`config.mk`:
```
export PLATFORM = sky130hd
export DESIGN_NAME = att_sqrt_cell
export DESIGN_NICKNAME = d
export VERILOG_FILES = /design/src/sv/att_pkg.sv /design/src/sv/att_sqrt_cell.sv
export SDC_FILE = /design/constraint.sdc
export NUM_CORES = 1
export LEC_CHECK = 0
export BUFFER_PORTS_ARGS = -buffer_cell sky130_fd_sc_hd__buf_2
export CORE_MARGIN = 2
export CORE_UTILIZATION = 46
export CTS_CLUSTER_SIZE = 28
export DETAILED_ROUTE_END_ITERATION = 10
export GPL_TIMING_DRIVEN = 0
export PLACE_DENSITY_LB_ADDON = 0.12
export SYNTH_ARGS = -nofsm -noshare
export SYNTH_HDL_FRONTEND = slang
export SYNTH_SLANG_ARGS = --single-unit
```
`constraint.sdc`:
```
create_clock -name clock -period 2.9 [get_ports clock]
set_input_delay 0.145 -clock clock [delete_from_list [all_inputs] [get_ports clock]]
set_output_delay 0.145 -clock clock [all_outputs]
set_load 0.01 [all_outputs]
```
`src/sv/att_pkg.sv`:
```
`default_nettype none
package att_pkg;

   localparam int MAG_W = 16;
   localparam int SQ_W = 31;
   localparam int SUM_W = 32;
   localparam int FRAC_BITS = 14;
   localparam int RAD_W = 60;
   localparam int ROOT_W = 30;
   localparam int VEC_W = 36;
   localparam int ACC_W = 24;
   localparam int ANGLE_W = 15;
   localparam int ANGLE_TABLE_LEN = 24;
   localparam int CORDIC_STAGES_DEF = 16;
   localparam logic signed [ANGLE_W:0] QUARTER_TURN = 16'sd9000;

   // Travels beside the datapath of one angle.
   typedef struct packed {
      logic [MAG_W-1:0] mag;
      logic             neg;
      logic             num_zero;
      logic             den_zero;
   } side_type;

   // atan(2^-i) in 1/256 of a hundredth of a degree.
   function automatic logic signed [ACC_W-1:0] atan_step(input int i);
      logic signed [ACC_W-1:0] v;
      case (i)
         0: v = 24'sd1152000;
         1: v = 24'sd680065;
         2: v = 24'sd359328;
         3: v = 24'sd182400;
         4: v = 24'sd91554;
         5: v = 24'sd45822;
         6: v = 24'sd22916;
         7: v = 24'sd11459;
         8: v = 24'sd5730;
         9: v = 24'sd2865;
         10: v = 24'sd1432;
         11: v = 24'sd716;
         12: v = 24'sd358;
         13: v = 24'sd179;
         14: v = 24'sd90;
         15: v = 24'sd45;
         16: v = 24'sd22;
         17: v = 24'sd11;
         18: v = 24'sd6;
         19: v = 24'sd3;
         20: v = 24'sd1;
         21: v = 24'sd1;
         default: v = '0;
      endcase
      return v;
   endfunction

endpackage
`default_nettype wire

```
`src/sv/att_sqrt_cell.sv`:
```
`default_nettype none
// One result bit of a restoring square root.
module att_sqrt_cell #(
   parameter int BIT_IDX = 0
) (
   input  wire logic                           clock,
   input  wire logic                           enable,
   input  wire logic [att_pkg::RAD_W-1:0]      rem_in,
   input  wire logic [att_pkg::ROOT_W-1:0]     root_in,
   input  wire att_pkg::side_type              side_in,
   output logic [att_pkg::RAD_W-1:0]           rem_out,
   output logic [att_pkg::ROOT_W-1:0]          root_out,
   output att_pkg::side_type                   side_out
);
   import att_pkg::*;

   logic [RAD_W-1:0]  trial;
   logic [RAD_W-1:0]  rem_in_c;
   logic [ROOT_W-1:0] root_in_c;
   logic [RAD_W-1:0]  rem_ff;
   logic [ROOT_W-1:0] root_ff;
   side_type          side_ff;

   always_comb begin
      trial = (RAD_W'(root_in) << (BIT_IDX + 1)) + (RAD_W'(1) << (2 * BIT_IDX));
      if (rem_in >= trial) begin
         rem_in_c = rem_in - trial;
         root_in_c = root_in | (ROOT_W'(1) << BIT_IDX);
      end else begin
         rem_in_c = rem_in;
         root_in_c = root_in;
      end
   end

   always_ff @(posedge clock) begin
      if (enable) begin
         rem_ff <= rem_in_c;
         root_ff <= root_in_c;
         side_ff <= side_in;
      end
   end

   assign rem_out = rem_ff;
   assign root_out = root_ff;
   assign side_out = side_ff;
endmodule
`default_nettype wire

```
# After elaboration in Yosys (flattened, before gate mapping)

Index checks and enable logic that the tools add are counted.

Muxes and demuxes: 1
$lt $le $gt $ge: 1
Add/sub/neg operators: 2

Operator list:

| operator                                       | number |
|---|---|
| >= comparator 60 x 32 -> 1 bit                 | 1 |
| two-way mux 60 bit                             | 1 |
| subtractor 60 x 32 -> 60 bit                   | 1 |
| adder 31 x 1 -> 32 bit (second input constant) | 1 |

Output and inout bits: 109
Word-level logic and storage cells: 11
Register bits: 109
Bits of input ports: 111

# Longest topological paths before layout

Depth after elaboration: 3
Depth in mapped cells: 13

# Least setup slack after synthesis

No wires, ideal clock.

Path type: input-to-reg
From: in root_in[0] in the netlist's numbering
To: reg rem_ff[36] (netlist: rem_out[36]) (data pin)
Library setup time: 0.258 ns
Stages on the path: 11
Data arrival time: 2.691 ns
Data required time: 2.642 ns
Path slack: -0.049 ns
Cells stage by stage: inv_1 > fa_1 > a21o_1 > a221oi_4 > o221ai_2 > and2_1 > o211a_1 > or3b_1 > buf_4 > or3_1 > xnor2_1

Cells in the longest elaborated chain, start to end: 3
Elaborated cells between the ends (all ways): 4
Those cells by class: add/sub: 2; order compare: 1; mux: 1

RTL lines:

| element                                                                               | line                                     | RTL |
|---|---|---|
| start: declaration                                                                    | att_sqrt_cell.sv:9                       | `input wire logic [att_pkg::ROOT_W-1:0] root_in,` |
| adder 31 x 1 -> 32 bit (*)                                                            | att_sqrt_cell.sv:25                      | `trial = (RAD_W'(root_in) << (BIT_IDX + 1)) + (RAD_W'(1) << (2 * BIT_IDX));` |
| subtractor 60 x 32 -> 60 bit / >= comparator 60 x 32 -> 1 bit (equally long branches) | att_sqrt_cell.sv:27, att_sqrt_cell.sv:26 |  |
| two-way mux 60 bit (*)                                                                | att_sqrt_cell.sv:26                      | `if (rem_in >= trial) begin` |
| net rem_in_c[36]                                                                      | att_sqrt_cell.sv:18                      | `logic [RAD_W-1:0] rem_in_c;` |
| end signal: assignment                                                                | att_sqrt_cell.sv:37                      | `rem_ff <= rem_in_c;` |
| end: declaration                                                                      | att_sqrt_cell.sv:20                      | `logic [RAD_W-1:0] rem_ff;` |

Mark *: on every way through the listed nets, which the timed path passes. The rest lies on a longest branch.
A chain may end at the register's enable or synchronous reset.

# Worst setup path after layout

From: in root_in[23] in the netlist's numbering
To: reg rem_ff[49] (netlist: rem_out[49]) (data pin)

The elaborated chain is that of the path after synthesis.

==> impl_results.md <==
* Initial antenna violation count at 0
* Post-layout nets at 976
* Vias at 5,245
* Power, Total at 4.20 mW
* Warnings, synthesis at 0
* Die Height at 120 µm
* VDD IR max at 294 µV
* Slew margin rel. at 0.515
* Synth unique cells at 59
* Via-to-Cell Ratio at 5.17
* Switching Share at 0.290
* Comb power frac at 0.230
* Largest net degree at the start of global routing at 56
* Number of global-route vias before repair at 5,082
* Final worst slack at 0.106 ns
* Seq/Total Area, Yosys at 0.530
* Reg power frac at 0.469
* Max-cap violations at 0
* GRT met1 Usage at 0.293
* Startpoint Class: input port
* Pre-antenna DRT Iters at 4
* Met2 Resource Use GR at 0.356
* Core footprint at 0.0132 mm²
* Status: complete, no violations
* Cells along the critical path: dlygate4sd3_1 -> buf_2 -> inv_1 -> ha_1 -> and3_4 -> and3_1 -> a31o_2 -> or3_4 -> o211ai_4 -> nor4_1 -> xor2_1
* Required time worst endpoint at 2.99 ns
* Worst Max-Slew Pin Slew at 0.728 ns
* Period minus WS final at 2.79 ns
* First-pass GRT wire length at 24.9 mm
* Clk slew on worst S/H paths at 0.08 ns
* Power per cell area at 500 mW/mm²
* Number of synthesized flops with an enable pin at 109
* CTS tree: done
* Worst Path Max Fanout at 9
* Critical Path Slowest Stage Cell: dlygate4sd3_1
* Row count at 42
* Buffers on Ports at 219
* Worst setup EP type: flop
* Post-synth ARST share at 0
* Endpoints failing setup at 0
* Dpl cells at 947
* GRT Util Overall at 0.220
* ANT cells at 0
* Crit path DAT at 2.89 ns
* FF+latch count, synth at 109
* Final hold violation count at 0
* Final antenna-violating net count at 0
* Syn Std Cell Area at 0.00618 mm²
* Final Max Tran Viols at 0
* Cells after synthesis at 551
* Mapped Avg Cell Area at 11.2 µm²
* Die Area at 0.0144 mm²
* Clock Tree Buf Depth at 2
* Place WS at -0.655 ns
* Post-Layout Cell Count at 1,014
* Clock Power Share at 0.300
* DRT iter0 DRCs at 296
* Switching Power at 1.22 mW
* Top-Level Pins at 220
* RSZ-0062 raised after global routing: no
* Met3 Track Usage GR at 0.0504
* Final WL at 16.0 mm
* FMAX at 0.358 GHz
* Remaining Overflow, GRT at 0
* Synth Net Count at 694
* Final Cycle Share at 0.963
* HPWL after detailed placement at 11.7 mm
* Horiz. Die Dim at 120 µm
* Area Growth Syn to Fin at 36.0%
* Root Driver: clkbuf_16
* GRT Max-Usage Layer: met2
* CP peak stage delay at 0.52 ns
* Internal power at 2.98 mW
* Initial Utilization at 0.469
* Lkg Pwr at 3.61 nW
* Top FF cell, synth: edfxtp_1
* Max H-tree Level at 3
* Wire per inst at 15.7 µm
* Final RePlAce weighted congestion at 0.901
* # DRC at 0
* CTS Sinks at 109
* Critical setup path kind: in2reg
* Share of cells above drive strength 1 at 0.326
* Num CTS Buffers at 9
* Hold/Removal Path Class: in2reg
-- worst paths after layout --
check	start	endpoint	slack [ns]	cells past startpoint
max	root_in[23]	rem_out[49]	0.11	11
min	rem_in[10]	rem_out[10]	0.08	3
-- critical path, delay by kind of cell --
family | cells | cell delay [ns]
XOR/XNOR | 1 | 0.19
AND/OR/NAND/NOR | 4 | 0.92
AO/OA/AOI/OAI | 2 | 0.61
adder cells (fa/ha/maj) | 1 | 0.34
buffers and inverters | 3 | 0.67
-- synth_stat cells (3+ instances only) --
| master | instances | share of area |
|---|---|---|
| nor2b_1 | 3 | 0.0030 |
| nand2_1 | 57 | 0.035 |
| or3_1 | 10 | 0.010 |
| buf_6 | 5 | 0.0091 |
| o21ai_0 | 44 | 0.036 |
| o21bai_1 | 6 | 0.0073 |
| nor4_1 | 10 | 0.010 |
| xnor2_1 | 23 | 0.033 |
| and2_1 | 5 | 0.0051 |
| xor2_1 | 36 | 0.051 |
| ha_1 | 31 | 0.063 |
| or2_2 | 4 | 0.0040 |
| clkbuf_1 | 5 | 0.0030 |
| a21oi_1 | 35 | 0.028 |
| nor3_1 | 16 | 0.013 |
| o2111ai_1 | 3 | 0.0043 |
| edfxtp_1 | 109 | 0.53 |
| nand3_1 | 10 | 0.0081 |
| nand2b_1 | 3 | 0.0030 |
| nor3b_1 | 3 | 0.0036 |
| a21o_1 | 18 | 0.022 |
| and3_1 | 8 | 0.0081 |
| or4_1 | 6 | 0.0073 |
| inv_1 | 33 | 0.020 |
| or3_4 | 3 | 0.0055 |
| nor2_1 | 20 | 0.012 |
| a31oi_1 | 3 | 0.0030 |
| o21ai_1 | 4 | 0.0032 |
-- power by group through the flow --
| stage | Combinational [mW] | Sequential [mW] | Clock (mW) |
|---|---|---|---|
| floorplan | 0.403 | 2.11 | 0 |
| global placement | 0.868 | 2.01 | 0 |
| detailed placement | 0.884 | 2.01 | 0 |
| CTS | 0.940 | 1.97 | 1.30 |
| global route | 1.06 | 1.99 | 1.34 |
| finish | 0.967 | 1.97 | 1.26 |
-- registers in the layout (all words and copies together), names as in the netlist --
register,count
rem_out,60
root_out,30
side_out,19
-- area by class of cell --
| type | instances | area, µm² |
|---|---|---|
| Timing Repair Buffer | 271 | 1630 |
| Clock buffer | 9 | 225 |
| Sequential cell | 109 | 3270 |
| Multi-Input combinational cell | 395 | 2750 |
| Buffer | 14 | 97.6 |
| Inverter | 33 | 124 |
| Fill cell | 1095 | 4790 |
| Tap cell | 176 | 220 |
| Clock inverter | 7 | 88.8 |
-- metrics by stage --
| stage | area (µm²) | hold slack [ns] | utilization | TNS [ns] |
|---|---|---|---|---|
| after floorplan | 6190 | 0.244 | - | 0 |
| after global placement | 7510 | 0.321 | 0.569 | -5.97 |
| after detailed placement | 7540 | 0.323 | 0.571 | -6.93 |
| after CTS | 8340 | 0.0691 | 0.632 | 0 |
| after global routing | 8400 | 0.0766 | 0.637 | 0 |
| final | 8400 | 0.0807 | 0.637 | 0 |
-- routing by layer --
metal	vias up	routed length, µm
li1	2602	-
met1	2439	7060
met2	186	7490
met3	18	1120
met4	0	281
met5	-	0
-- cell families (layout without fill, tap and decap cells) --
group | after synthesis | count (layout) | share of synthesized area
and+or+nand+nor | 170 | 170 | 0.144
DFF | 109 | 109 | 0.530
buffers and inverters | 47 | 334 | 0.0358
muxes | 1 | 1 | 0.00182
adders and majority gates | 32 | 32 | 0.0660
xor gates and xnor gates | 59 | 59 | 0.0836
AOI/OAI and AO/OA | 133 | 133 | 0.139
-- cell usage in the layout, fill, tap and decap left out, types with 10 or more instances in the layout --
master         instances
buf_2                219
nor3_1                16
xor2_1                36
edfxtp_1             109
nand2_1               57
a21oi_1               35
xnor2_1               23
nand3_1               10
a21o_1                18
nor2_1                20
o21ai_0               42
dlygate4sd3_1         48
or3_1                 10
inv_1                 33
ha_1                  31
-- timing repair --
| item | in CTS | in global routing |
|---|---|---|
| buffers inserted | 0 | 3 |
| hold buffers | 48 | 0 |
| endpoints found under the hold margin | 48 | 0 |
| resized for setup | 2 | 9 |
| pin swaps | 0 | 3 |
| setup endpoints to repair | 1 | 21 |
Power figures use the tool's default switching activity.
