--- src/sv/att_pkg.sv ---
`default_nettype none
package att_pkg;

   localparam int MAG_W = 16;
   localparam int SQ_W = 31;
   localparam int SUM_W = 32;
   localparam int FRAC_BITS = 14;
   localparam int RAD_W = 60;
   localparam int ROOT_W = 30;
   localparam int VEC_W = 36;
   localparam int ACC_W = 24;
   localparam int ANGLE_W = 15;
   localparam int ANGLE_TABLE_LEN = 24;
   localparam int CORDIC_STAGES_DEF = 16;
   localparam logic signed [ANGLE_W:0] QUARTER_TURN = 16'sd9000;

   // Travels beside the datapath of one angle.
   typedef struct packed {
      logic [MAG_W-1:0] mag;
      logic             neg;
      logic             num_zero;
      logic             den_zero;
   } side_type;

   // atan(2^-i) in 1/256 of a hundredth of a degree.
   function automatic logic signed [ACC_W-1:0] atan_step(input int i);
      logic signed [ACC_W-1:0] v;
      case (i)
         0: v = 24'sd1152000;
         1: v = 24'sd680065;
         2: v = 24'sd359328;
         3: v = 24'sd182400;
         4: v = 24'sd91554;
         5: v = 24'sd45822;
         6: v = 24'sd22916;
         7: v = 24'sd11459;
         8: v = 24'sd5730;
         9: v = 24'sd2865;
         10: v = 24'sd1432;
         11: v = 24'sd716;
         12: v = 24'sd358;
         13: v = 24'sd179;
         14: v = 24'sd90;
         15: v = 24'sd45;
         16: v = 24'sd22;
         17: v = 24'sd11;
         18: v = 24'sd6;
         19: v = 24'sd3;
         20: v = 24'sd1;
         21: v = 24'sd1;
         default: v = '0;
      endcase
      return v;
   endfunction

endpackage
`default_nettype wire

--- src/sv/att_cordic_cell.sv ---
`default_nettype none
// One vectoring micro-rotation.
module att_cordic_cell #(
   parameter int STEP_IDX = 0
) (
   input  wire logic                               clock,
   input  wire logic                               enable,
   input  wire logic signed [att_pkg::VEC_W-1:0]   a_in,
   input  wire logic signed [att_pkg::VEC_W-1:0]   b_in,
   input  wire logic signed [att_pkg::ACC_W-1:0]   acc_in,
   input  wire att_pkg::side_type                  side_in,
   output logic signed [att_pkg::VEC_W-1:0]        a_out,
   output logic signed [att_pkg::VEC_W-1:0]        b_out,
   output logic signed [att_pkg::ACC_W-1:0]        acc_out,
   output att_pkg::side_type                       side_out
);
   import att_pkg::*;

   logic signed [VEC_W-1:0] da;
   logic signed [VEC_W-1:0] db;
   logic signed [VEC_W-1:0] a_in_c;
   logic signed [VEC_W-1:0] b_in_c;
   logic signed [ACC_W-1:0] acc_in_c;
   logic signed [VEC_W-1:0] a_ff;
   logic signed [VEC_W-1:0] b_ff;
   logic signed [ACC_W-1:0] acc_ff;
   side_type                side_ff;

   always_comb begin
      da = b_in >>> STEP_IDX;
      db = a_in >>> STEP_IDX;
      if (b_in > 0) begin
         a_in_c = a_in + da;
         b_in_c = b_in - db;
         acc_in_c = acc_in + atan_step(STEP_IDX);
      end else begin
         a_in_c = a_in - da;
         b_in_c = b_in + db;
         acc_in_c = acc_in - atan_step(STEP_IDX);
      end
   end

   always_ff @(posedge clock) begin
      if (enable) begin
         a_ff <= a_in_c;
         b_ff <= b_in_c;
         acc_ff <= acc_in_c;
         side_ff <= side_in;
      end
   end

   assign a_out = a_ff;
   assign b_out = b_ff;
   assign acc_out = acc_ff;
   assign side_out = side_ff;
endmodule
`default_nettype wire

--- config.mk ---
export PLATFORM = sky130hd
export DESIGN_NAME = att_cordic_cell
export DESIGN_NICKNAME = d
export VERILOG_FILES = /design/src/sv/att_pkg.sv /design/src/sv/att_cordic_cell.sv
export SDC_FILE = /design/constraint.sdc
export NUM_CORES = 1
export LEC_CHECK = 0
export BUFFER_PORTS_ARGS = -buffer_cell sky130_fd_sc_hd__buf_2
export CORE_MARGIN = 5
export CORE_UTILIZATION = 30
export CTS_CLUSTER_SIZE = 10
export DETAILED_ROUTE_END_ITERATION = 8
export SYNTH_ARGS = -nofsm -noshare
export SYNTH_HDL_FRONTEND = slang
export SYNTH_SLANG_ARGS = --single-unit
--- constraint.sdc ---
create_clock -name clock -period 5.65 [get_ports clock]
set_input_delay 0.8475 -clock clock [delete_from_list [all_inputs] [get_ports clock]]
set_output_delay 0.8475 -clock clock [all_outputs]
set_load 0.1 [all_outputs]
# --- Word level (Yosys, flattened, before mapping) ---
# Index checks and enable logic that the tools add are counted.
# W data, S select, Z words.
totals:
  n_memories: 0
  ramBits: 0
  inputBits: 117
  register_bits: 115
  latchBits: 0
  romBits: 0
op_classes:
  n_mux: 3
  eq_ne: 0
  shifts: 0
  addsub: 5
  bitwise: 0
  mul: 0
  n_div: 0
  n_lt_le_gt_ge: 1
  reduce_logical: 0
op_table:
  columns: ["op", "count"]
  rows:
  - ["$mux W36", 2]
  - ["$sub A36 B36 Y36", 2]
  - ["$add A36 B36 Y36", 1]
  - ["$gt A36 B1 Y1 const B", 1]
  - ["$add A24 B22 Y24 const B", 1]
  - ["$mux W24", 1]
  - ["$sub A24 B22 Y24 const B", 1]

# --- Longest topological paths before layout ---
# Gate-level depths: netlist (run 1).
depth:
  word_depth: 2
  depth_mapped: 17
  mapped_depth_nobuf: 15

# --- Worst setup path before layout (run 1) ---
# Ideal clock, no wire load.
synth_timing:
  path_type: "input to register"
  from: "input port b_in[7] in the netlist's numbering"
  to: "register acc_ff[23], in the netlist acc_out[23], data pin"
  path_slack_ns: 1.163
  n_path_buf: 2
  cell_stages: 16
  setup_ns: 0.260
  arrival_ns: 4.227
  path_cell_list: "nor4_1 > nand4_1 > nor3_1 > or2_2 > clkbuf_1 > buf_1 > ha_1 > a21o_1 > a21oi_1 > o21ai_1 > a211oi_1 > o31ai_1 > or4_1 > a31o_1 > a21oi_1 > xnor2_1"
synth_via:
  elab_chain_len: 2
synth_lines:
  columns: ["item", "line", "rtl"]
  rows:
  - ["start, declared", "att_cordic_cell.sv:9", "input wire logic signed [att_pkg::VEC_W-1:0] b_in,"]
  - ["$gt A36 B1 Y1", "att_cordic_cell.sv:32", "if (b_in > 0) begin"]
  - ["$mux W24", "att_cordic_cell.sv:32", null]
  - ["via acc_in_c[23]", "att_cordic_cell.sv:23", "logic signed [ACC_W-1:0] acc_in_c;"]
  - ["end signal, assigned", "att_cordic_cell.sv:47", "acc_ff <= acc_in_c;"]
  - ["end, declared", "att_cordic_cell.sv:26", "logic signed [ACC_W-1:0] acc_ff;"]
# The timed path passes the listed nets, and every way through them passes these cells.
# A chain may end at the register's enable or synchronous reset.

# --- Final worst setup path (run 1) ---
layout_timing:
  from: "input port b_in[27] in the netlist's numbering"
  to: "register acc_ff[23], in the netlist acc_out[23], data pin"
# Same word-level chain as after synthesis.

==> results of run 1 <==
==> cells by family after synthesis <==
kind of cell,synth area share
simple gates,0.143
xor+xnor,0.0644
flops,0.323
fa+ha+maj,0.145
compound gates,0.240
mux,0.0191
buf+inv,0.0654
==> how the worst max path moves through the flow <==
| stage | end | slack [ps] | depth (start not counted) |
|---|---|---|---|
| 4_1_cts | acc_out[23] | 1410 | 15 |
| 6_report | acc_out[23] | 1410 | 15 |
| 3_5_place_dp | acc_out[23] | 950 | 15 |
| 3_3_place_gp | acc_out[23] | 870 | 15 |
| 2_1_floorplan | acc_out[23] | 1160 | 16 |
| 5_1_grt | acc_out[23] | 1150 | 15 |
==> cells in the final DEF (no fill, tap or decap), types with 5 or more instances in the layout <==
cell type / synthesis / routed
xnor2_1: 67 / 67
nand2b_1: 8 / 8
a31oi_1: 19 / 19
clkinvlp_4: 0 / 5
nor2b_1: 12 / 12
o21bai_1: 21 / 21
inv_2: 8 / 9
nand3_1: 18 / 18
o211ai_1: 13 / 13
inv_1: 115 / 114
o31ai_1: 7 / 7
a21o_1: 40 / 40
edfxtp_1: 114 / 114
and2_1: 7 / 7
buf_2: 18 / 230
nand2_1: 59 / 59
nor4_1: 18 / 18
nand3b_1: 5 / 5
nand4_1: 16 / 16
or3_1: 13 / 13
clkbuf_16: 0 / 17
a211oi_1: 14 / 14
nor2_1: 93 / 93
nor3_1: 27 / 27
buf_4: 2 / 6
and4_1: 6 / 6
mux2i_1: 18 / 18
xor2_1: 11 / 11
o21ai_0: 53 / 53
o21ai_1: 26 / 26
ha_1: 117 / 117
a21oi_1: 123 / 123
o2111ai_1: 5 / 5
==> state kept, by name, summed over array words and instances, names as in the netlist <==
name and flops:
acc_out 24, side_out 19, b_out 35, a_out 36
==> stage by stage <==
step	area, um2	util	instances
after floorplan	10600	-	1200
after global placement	12100	0.350	1838
after detailed placement	12100	0.350	1838
after CTS	12800	0.368	1870
after global routing	12800	0.368	1870
final	12800	0.368	1871
==> final cells by class <==
| cell class | count | area [um2] |
|---|---|---|
| sequential | 114 | 3420 |
| clock buffer | 18 | 429 |
| tap | 455 | 569 |
| multi-input combinational | 909 | 6490 |
| inverter | 124 | 465 |
| timing repair buffer | 236 | 1200 |
| antenna | 1 | 2.50 |
| clock inverter | 14 | 188 |
| fill | 3575 | 21900 |
==> metal layers <==
| layer | vias to the layer above | part of all wire | wire [um] |
|---|---|---|---|
| met5 | - | 0.00072 | 27 |
| li1 | 4795 | - | - |
| met2 | 390 | 0.46 | 17200 |
| met1 | 4757 | 0.45 | 16600 |
| met4 | 4 | 0.021 | 765 |
| met3 | 47 | 0.072 | 2700 |
==> power groups by stage <==
stage	Clock [mW]	Combinational (mW)	Sequential (mW)
floorplan	0	0.641	2.04
global placement	0	1.93	1.15
detailed placement	0	1.94	1.15
CTS	1.20	1.95	1.14
global route	1.24	2.05	1.15
finish	1.16	1.95	1.13
==> impl_metrics.yaml, run 1 <==
power_and_ir_drop:
  vdd_drop_max_uv: 205
  clkPwrFrac: 0.274
  p_leak_nw: 5.62
  p_int_mw: 2.25
  design_power_total_mw: 4.24
  power_density_mw_per_mm2: 332
  sw_frac_of_total: 0.469
  pwr-share-comb: 0.459
  seq_power_share: 0.267
  power.net_switching_mw: 1.99
sta:
  max_slew_margin: 0.395
  hold_violations: 0
  period_share: 0.751
  worstMarginPinSlew_ps: 908
  rsz0062_at_grt: "no"
  fmax_mhz: 236
  hold_ws_ps: 587
  fin_crit_ps: 4240
  setup_viol: 0
  worst_slack_ps: 1410
  drv_slew: 0
  setup-tns-final_ps: 0
clocking:
  cts-hold-fix-buffers: 0
  cts.clk_slew.worst_paths_ps: 60
  postCtsSetupBuffers: 0
  cts_made_buffers: 17
  cts_resized: 0
  cts_root_buffer: "clkbuf_16"
  clkSinkCount: 114
  clock_path_buffers: 2
  htree_levels: 4
  tritoncts: "done"
synthesis:
  synth_common_cells: "a21oi_1 (123), ha_1 (117), inv_1 (115)"
  synthArstFlopShare: 0
  synth_nets: 1438
  synth_top_area_cell: "edfxtp_1"
  yosysSeqAreaShare: 0.323
  yosys.area.top_type_share: 0.323
  synth_seq_cells: 114
  yosys.cell_count.top_type: "a21oi_1"
  ys_types: 81
  synthTopCellsByArea: "edfxtp_1 (32%), ha_1 (14%), a21oi_1 (5.8%), xnor2_1 (5.5%), inv_1 (4.1%)"
  synthesis.area_mm2: 0.0106
  synthCells: 1200
  synth.avg_cell_area_um2: 8.84
  synth_enable_flop_cells: 114
  dominantRegCellSynth: "edfxtp_1"
  ys.warnings.count: 0
global_routing:
  grt_max_degree: 71
  use_met3: 0.0434
  grt_use_total: 0.184
  grtUsageMet2: 0.298
  antenna_found_initial: 2
  grt_overflow: 0
  grt_pass1_wl_mm: 56.2
  grt_pass1_vias: 9646
  global_route.usage.met1: 0.248
  gr-max-usage-layer: "met2"
finish:
  area_growth_pct: 20.3
  layout-drive-gt1-share: 0.211
  finalNetCount: 1640
worst_setup_path:
  critPathLaunch: "b_in[27]"
  worst-setup-path-type: "input port to flip-flop"
  setup.worst_path.end_class: "flip-flop"
  required_ps: 5830
  worstSetupStartpointType: "input port"
  crit_chain: "buf_2 -> nor4_1 -> nand4_1 -> nor3_1 -> or2_2 -> inv_2 -> ha_1 -> a21oi_1 -> o21ai_1 -> a211oi_1 -> o31ai_1 -> or4_1 -> a31o_1 -> a21oi_1 -> xnor2_1"
  cp_common_cell: "a21oi_1"
  path_max_fanout: 10
  crit_family: "simple AND/OR/NAND/NOR gates"
  slowest_stage: "nor4_1"
  max_stage_delay_ps: 550
  arrival_ps: 4430
  critical_path_buf_inv_count: 2
outcome:
  status: "finished clean"
floorplanning:
  ios: 232
  die_x_um: 198
  row_count: 68
  start_util: 0.306
  fp.dieArea_mm2: 0.0392
  core_mm2: 0.0347
  fp.dieH_um: 198
route:
  antenna_left: 0
  wl_mm: 37.3
  drt_iter0_drc: 819
  dr.pass1.iters: 5
  routed_via_density: 5.34
  wire_per_inst_um: 19.9
  num_vias: 9993
  drc: 0
placed_design:
  hpwl_mm: 29.2
  place_congestion: 0.955
  dpl_worst_slack_ps: 949
  portBuffers: 231
run:
  cap_violations: 0
worst_hold_path:
  worstHoldStart: "acc_in[7]"
  min_path_cells: 1
  hold_path_end: "acc_out[7]"
  hp-class: "input port to flip-flop"
(Power assumes the default switching activity.)
==> run 2, diff against run 1 <==
==> constraint.sdc (replaced) <==
create_clock -name clock -period 3.4 [get_ports clock]
set_input_delay 0.51 -clock clock [delete_from_list [all_inputs] [get_ports clock]]
set_output_delay 0.51 -clock clock [all_outputs]
set_load 0.1 [all_outputs]
==> run 2 against run 1 <==
Effect of this change: the flow now finishes with violations (setup timing); sequential power is 66% higher; via count is 9.8% higher; total power is 78% higher; highest routed layer unchanged; setup slack worse by 1500 ps; die area stayed put; routed wire length is 11% higher; hold slack worse by 350 ps; utilization is 6.4 points higher; count of clock-buffer cells in the layout stayed put.
==> impl_metrics.yaml, run 2 (synthesized netlist as in run 1, its figures left out) <==
finish:
  final_cell_mix: "buf_4 (273), buf_2 (228), a21oi_1 (121)"
  final_common_cell: "buf_4"
  area_growth_pct: 41.4
  fillers: 3459
  largest_reg_flops: 36
  final_util: 0.432
  finalNetCount: 1909
  final_cells: 2140
  layout-drive-gt1-share: 0.349
placed_design:
  dpl_worst_slack_ps: -611
  portBuffers: 231
  hpwl_mm: 33.4
  place_congestion: 0.939
  dp_cells: 2099
worst_setup_path:
  required_ps: 3590
  worstSetupStartpointType: "input port"
  arrival_ps: 3710
  path_max_fanout: 4
  worst-setup-path-type: "input port to flip-flop"
  setup.worst_path.end_class: "flip-flop"
clocking:
  clock_path_buffers: 2
  cts.clk_slew.worst_paths_ps: 60
  clkSinkCount: 114
  cts_root_buffer: "clkbuf_16"
  cts_made_buffers: 17
  tritoncts: "done"
  htree_levels: 4
sta:
  hold_violations: 0
  worst_slack_ps: -124
  fin_crit_ps: 3520
  hold_ws_ps: 242
  fmax_mhz: 284
  drv_slew: 0
  period_share: 1.04
  worstMarginPinSlew_ps: 927
  setup_viol: 1
  max_slew_margin: 0.382
  rsz0062_at_grt: "yes"
worst_hold_path:
  worstHoldStart: "side_in[10]"
  hold_path_end: "side_out[10]"
  min_path_cells: 1
  hp-class: "input port to flip-flop"
floorplanning:
  fp.dieArea_mm2: 0.0392
  core_mm2: 0.0347
  row_count: 68
  die_x_um: 198
  start_util: 0.306
  fp.dieH_um: 198
  ios: 232
route:
  wl_mm: 41.4
  num_vias: 11000
  wire_per_inst_um: 19.4
  antenna_left: 0
  drc: 0
  dr.pass1.iters: 5
  drt_iter0_drc: 908
  routed_via_density: 5.13
power_and_ir_drop:
  p_leak_nw: 6.98
  vdd_drop_max_uv: 322
  design_power_total_mw: 7.53
  power_density_mw_per_mm2: 502
run:
  cap_violations: 0
global_routing:
  antenna_found_initial: 2
  grt_use_total: 0.204
  grt_overflow: 0
  grt_pass1_wl_mm: 62.0
  grt_pass1_vias: 11100
  grt_max_degree: 75
outcome:
  status: "finished with violations"
  violations: "setup timing"
run 2: cell count changes in the layout (fill, tap and decap cells not counted), sizes merged:
cell / delta
inv: +1
clkinv: +1
buf: +269
clkinvlp: -2
run 2: per-stage QoR:
step           area [um2]  TNS (ps)
2_1_floorplan       10700     -41.6
3_3_place_gp        14200     -7580
3_5_place_dp        14200     -5220
4_1_cts             14800         0
5_1_grt             15000      -412
6_report            15000      -124
run 2: area by class of cell:
cell class	instances	area (um2)	area share
sequential	114	3420	0.228
clock buffer	18	429	0.0286
timing repair buffer	505	3260	0.217
clock inverter	14	186	0.0124
inverter	124	465	0.0310
tap	455	569	0.0379
antenna	1	2.50	0.000167
multi-input combinational	909	6670	0.445
run 2: worst max-delay path by stage:
stage                   from     endpoint  slack (ps)
floorplan            b_in[7]  acc_out[23]         -30
global placement     b_in[3]  acc_out[23]        -670
detailed placement   b_in[3]  acc_out[23]        -610
CTS                 b_in[22]  acc_out[23]         0.6
global route        b_in[22]  acc_out[23]        -230
finish              b_in[22]  acc_out[23]        -120
run 2: per-layer routing:
layer  track usage  part of all wire
met1         0.264              0.43
met2         0.348              0.48
met3        0.0386             0.066
met4        0.0576             0.023
met5             0           0.00027
run 2: worst max-delay path: stages:
cell and delay [ps]:
buf_2 110, nor4_2 440, nand3_2 230, nor3_4 200, or2_4 180, ha_4 200
a21o_1 200, a21oi_4 160, o21ai_2 90, a211oi_2 290, o31ai_2 140, or4_1 510
a31o_1 240, a21oi_2 120, xnor2_1 80
run 2: where the power goes:
part	switching, mW	total [mW]	internal (mW)
Combinational	2.66	3.68	1.02
Sequential	0.0530	1.88	1.82
Clock	0.746	1.97	1.22
run 2: timing repair:
item,in CTS,in global routing
setup endpoints to repair,2,3
resized for setup,1,24
setup buffers,0,8
hold buffers,0,0
pin swaps,0,13
==> run 3, diff against run 2 <==
==> constraint.sdc (replaced) <==
create_clock -name clock -period 4.39 [get_ports clock]
set_input_delay 0.6585 -clock clock [delete_from_list [all_inputs] [get_ports clock]]
set_output_delay 0.6585 -clock clock [all_outputs]
set_load 0.1 [all_outputs]
==> run 3 against run 2 <==
Effect of this change: the flow now finishes without violations; critical path depth up 2; routed wire length down 8.1%; combinational power down 30%; non-clock buffer count down 221; hold slack better by 150 ps; cell area down 13%; first-iteration DRC count up 1.5%; final cell count down 11%; largest cell class unchanged.
==> impl_metrics.yaml, run 3 (synthesized netlist as in run 1, its figures left out) <==
outcome:
  status: "finished clean"
placed_design:
  place_congestion: 0.910
  hpwl_mm: 30.4
  portBuffers: 231
  dpl_cell_area_mm2: 0.0125
  dpl_worst_slack_ps: -37.2
power_and_ir_drop:
  seq_power_share: 0.278
  vdd_drop_max_uv: 275
  power.net_switching_mw: 2.54
  power_density_mw_per_mm2: 402
  pwr-share-comb: 0.494
  clkPwrFrac: 0.229
  sw_frac_of_total: 0.485
  p_leak_nw: 5.80
  p_int_mw: 2.69
floorplanning:
  fp.dieArea_mm2: 0.0392
  start_util: 0.306
  core_mm2: 0.0347
  ios: 232
  die_x_um: 198
  row_count: 68
  fp.dieH_um: 198
sta:
  worst_slack_ps: 310
  rsz0062_at_grt: "no"
  period_share: 0.929
  hold_violations: 0
  fin_crit_ps: 4080
  drv_slew: 0
  fmax_mhz: 245
  max_slew_margin: 0.365
  worstMarginPinSlew_ps: 953
  setup_viol: 0
route:
  wl_mm: 38.1
  routed_via_density: 5.31
  num_vias: 10200
  drt_iter0_drc: 922
  drc: 0
  antenna_left: 0
  dr.pass1.iters: 6
  wire_per_inst_um: 19.9
finish:
  area_growth_pct: 22.5
  stdcell_area_mm2: 0.0130
  fillers: 3567
  largest_reg_flops: 36
  layout-drive-gt1-share: 0.233
  finalNetCount: 1688
  final_cell_mix: "buf_2 (230), a21oi_1 (123), ha_1 (117), inv_1 (114), edfxtp_1 (114)"
  final_util: 0.375
  final_common_cell: "buf_2"
clocking:
  clock_path_buffers: 2
  htree_levels: 4
  cts_resized: 0
  clkSinkCount: 114
  cts-hold-fix-buffers: 0
  cts.clk_slew.worst_paths_ps: 60
  tritoncts: "done"
  cts_made_buffers: 17
  postCtsSetupBuffers: 0
  cts_root_buffer: "clkbuf_16"
worst_setup_path:
  path_max_fanout: 4
  critPathLaunch: "b_in[18]"
  worstSetupStartpointType: "input port"
  required_ps: 4560
  setup.worst_path.end_class: "flip-flop"
  worst-setup-path-type: "input port to flip-flop"
  arrival_ps: 4250
global_routing:
  grt_pass1_vias: 10000
  antenna_found_initial: 3
  grt_use_total: 0.188
  grt_overflow: 0
  grt_pass1_wl_mm: 57.1
  grt_max_degree: 75
run:
  cap_violations: 0
worst_hold_path:
  worstHoldStart: "side_in[6]"
  min_path_cells: 1
  hp-class: "input port to flip-flop"
-- run 3: cell count changes in the layout (fill, tap and decap cells not counted), sizes merged, moves of 2 or more --
cell    previous run  this run
buf              505       284
clkinv             6         9
bufinv             4         0
inv              125       123
-- run 3: per-layer routing --
| layer | GRT usage | wire, um | up-vias |
|---|---|---|---|
| met5 | 0 | 13 | - |
| met4 | 0.0663 | 1010 | 2 |
| met3 | 0.0378 | 2740 | 58 |
| met2 | 0.306 | 17600 | 428 |
| met1 | 0.247 | 16700 | 4802 |
| li1 | - | - | 4870 |
-- run 3: path summary, 6_finish.rpt --
check,to,slack (ps)
max,acc_out[23],310
min,side_out[6],400
-- run 3: through the flow --
step / power (mW) / std cells / hold slack, ps / setup TNS, ps
2_1_floorplan: 3.45 / 1200 / 757 / 0
3_3_place_gp: 4.03 / 1886 / 835 / -41.0
3_5_place_dp: 4.04 / 1886 / 837 / -37.2
4_1_cts: 5.27 / 1913 / 371 / 0
5_1_grt: 5.46 / 1915 / 379 / 0
6_report: 5.23 / 1915 / 395 / 0
-- run 3: critical path, cell delays in order --
cell and delay (ps):
buf_2 110, nor4_1 470, buf_4 200, nand3_1 110, buf_4 180, nor3_1 150
or2_2 220, ha_1 250, a21o_1 160, a21oi_1 200, o21ai_1 100, a211oi_1 330
o31ai_1 160, or4_1 450, a31o_1 230, a21oi_1 170, xnor2_1 90
-- run 3: cell type report --
class | count | area [um2] | share of cell area
Antenna cell | 2 | 5.00 | 0.000385
Multi-Input combinational cell | 909 | 6490 | 0.500
Inverter | 124 | 465 | 0.0358
Clock inverter | 10 | 50.0 | 0.00385
Sequential cell | 114 | 3420 | 0.263
Timing Repair Buffer | 284 | 1570 | 0.121
Tap cell | 455 | 569 | 0.0438
Clock buffer | 17 | 425 | 0.0327
-- run 3: power groups by stage --
stage          Clock (mW)  Sequential (mW)  Combinational (mW)
3_3_place_gp            0             1.47                2.56
2_1_floorplan           0             2.62               0.825
5_1_grt              1.28             1.47                2.71
4_1_cts              1.24             1.45                2.58
6_report             1.20             1.45                2.58
3_5_place_dp            0             1.47                2.57
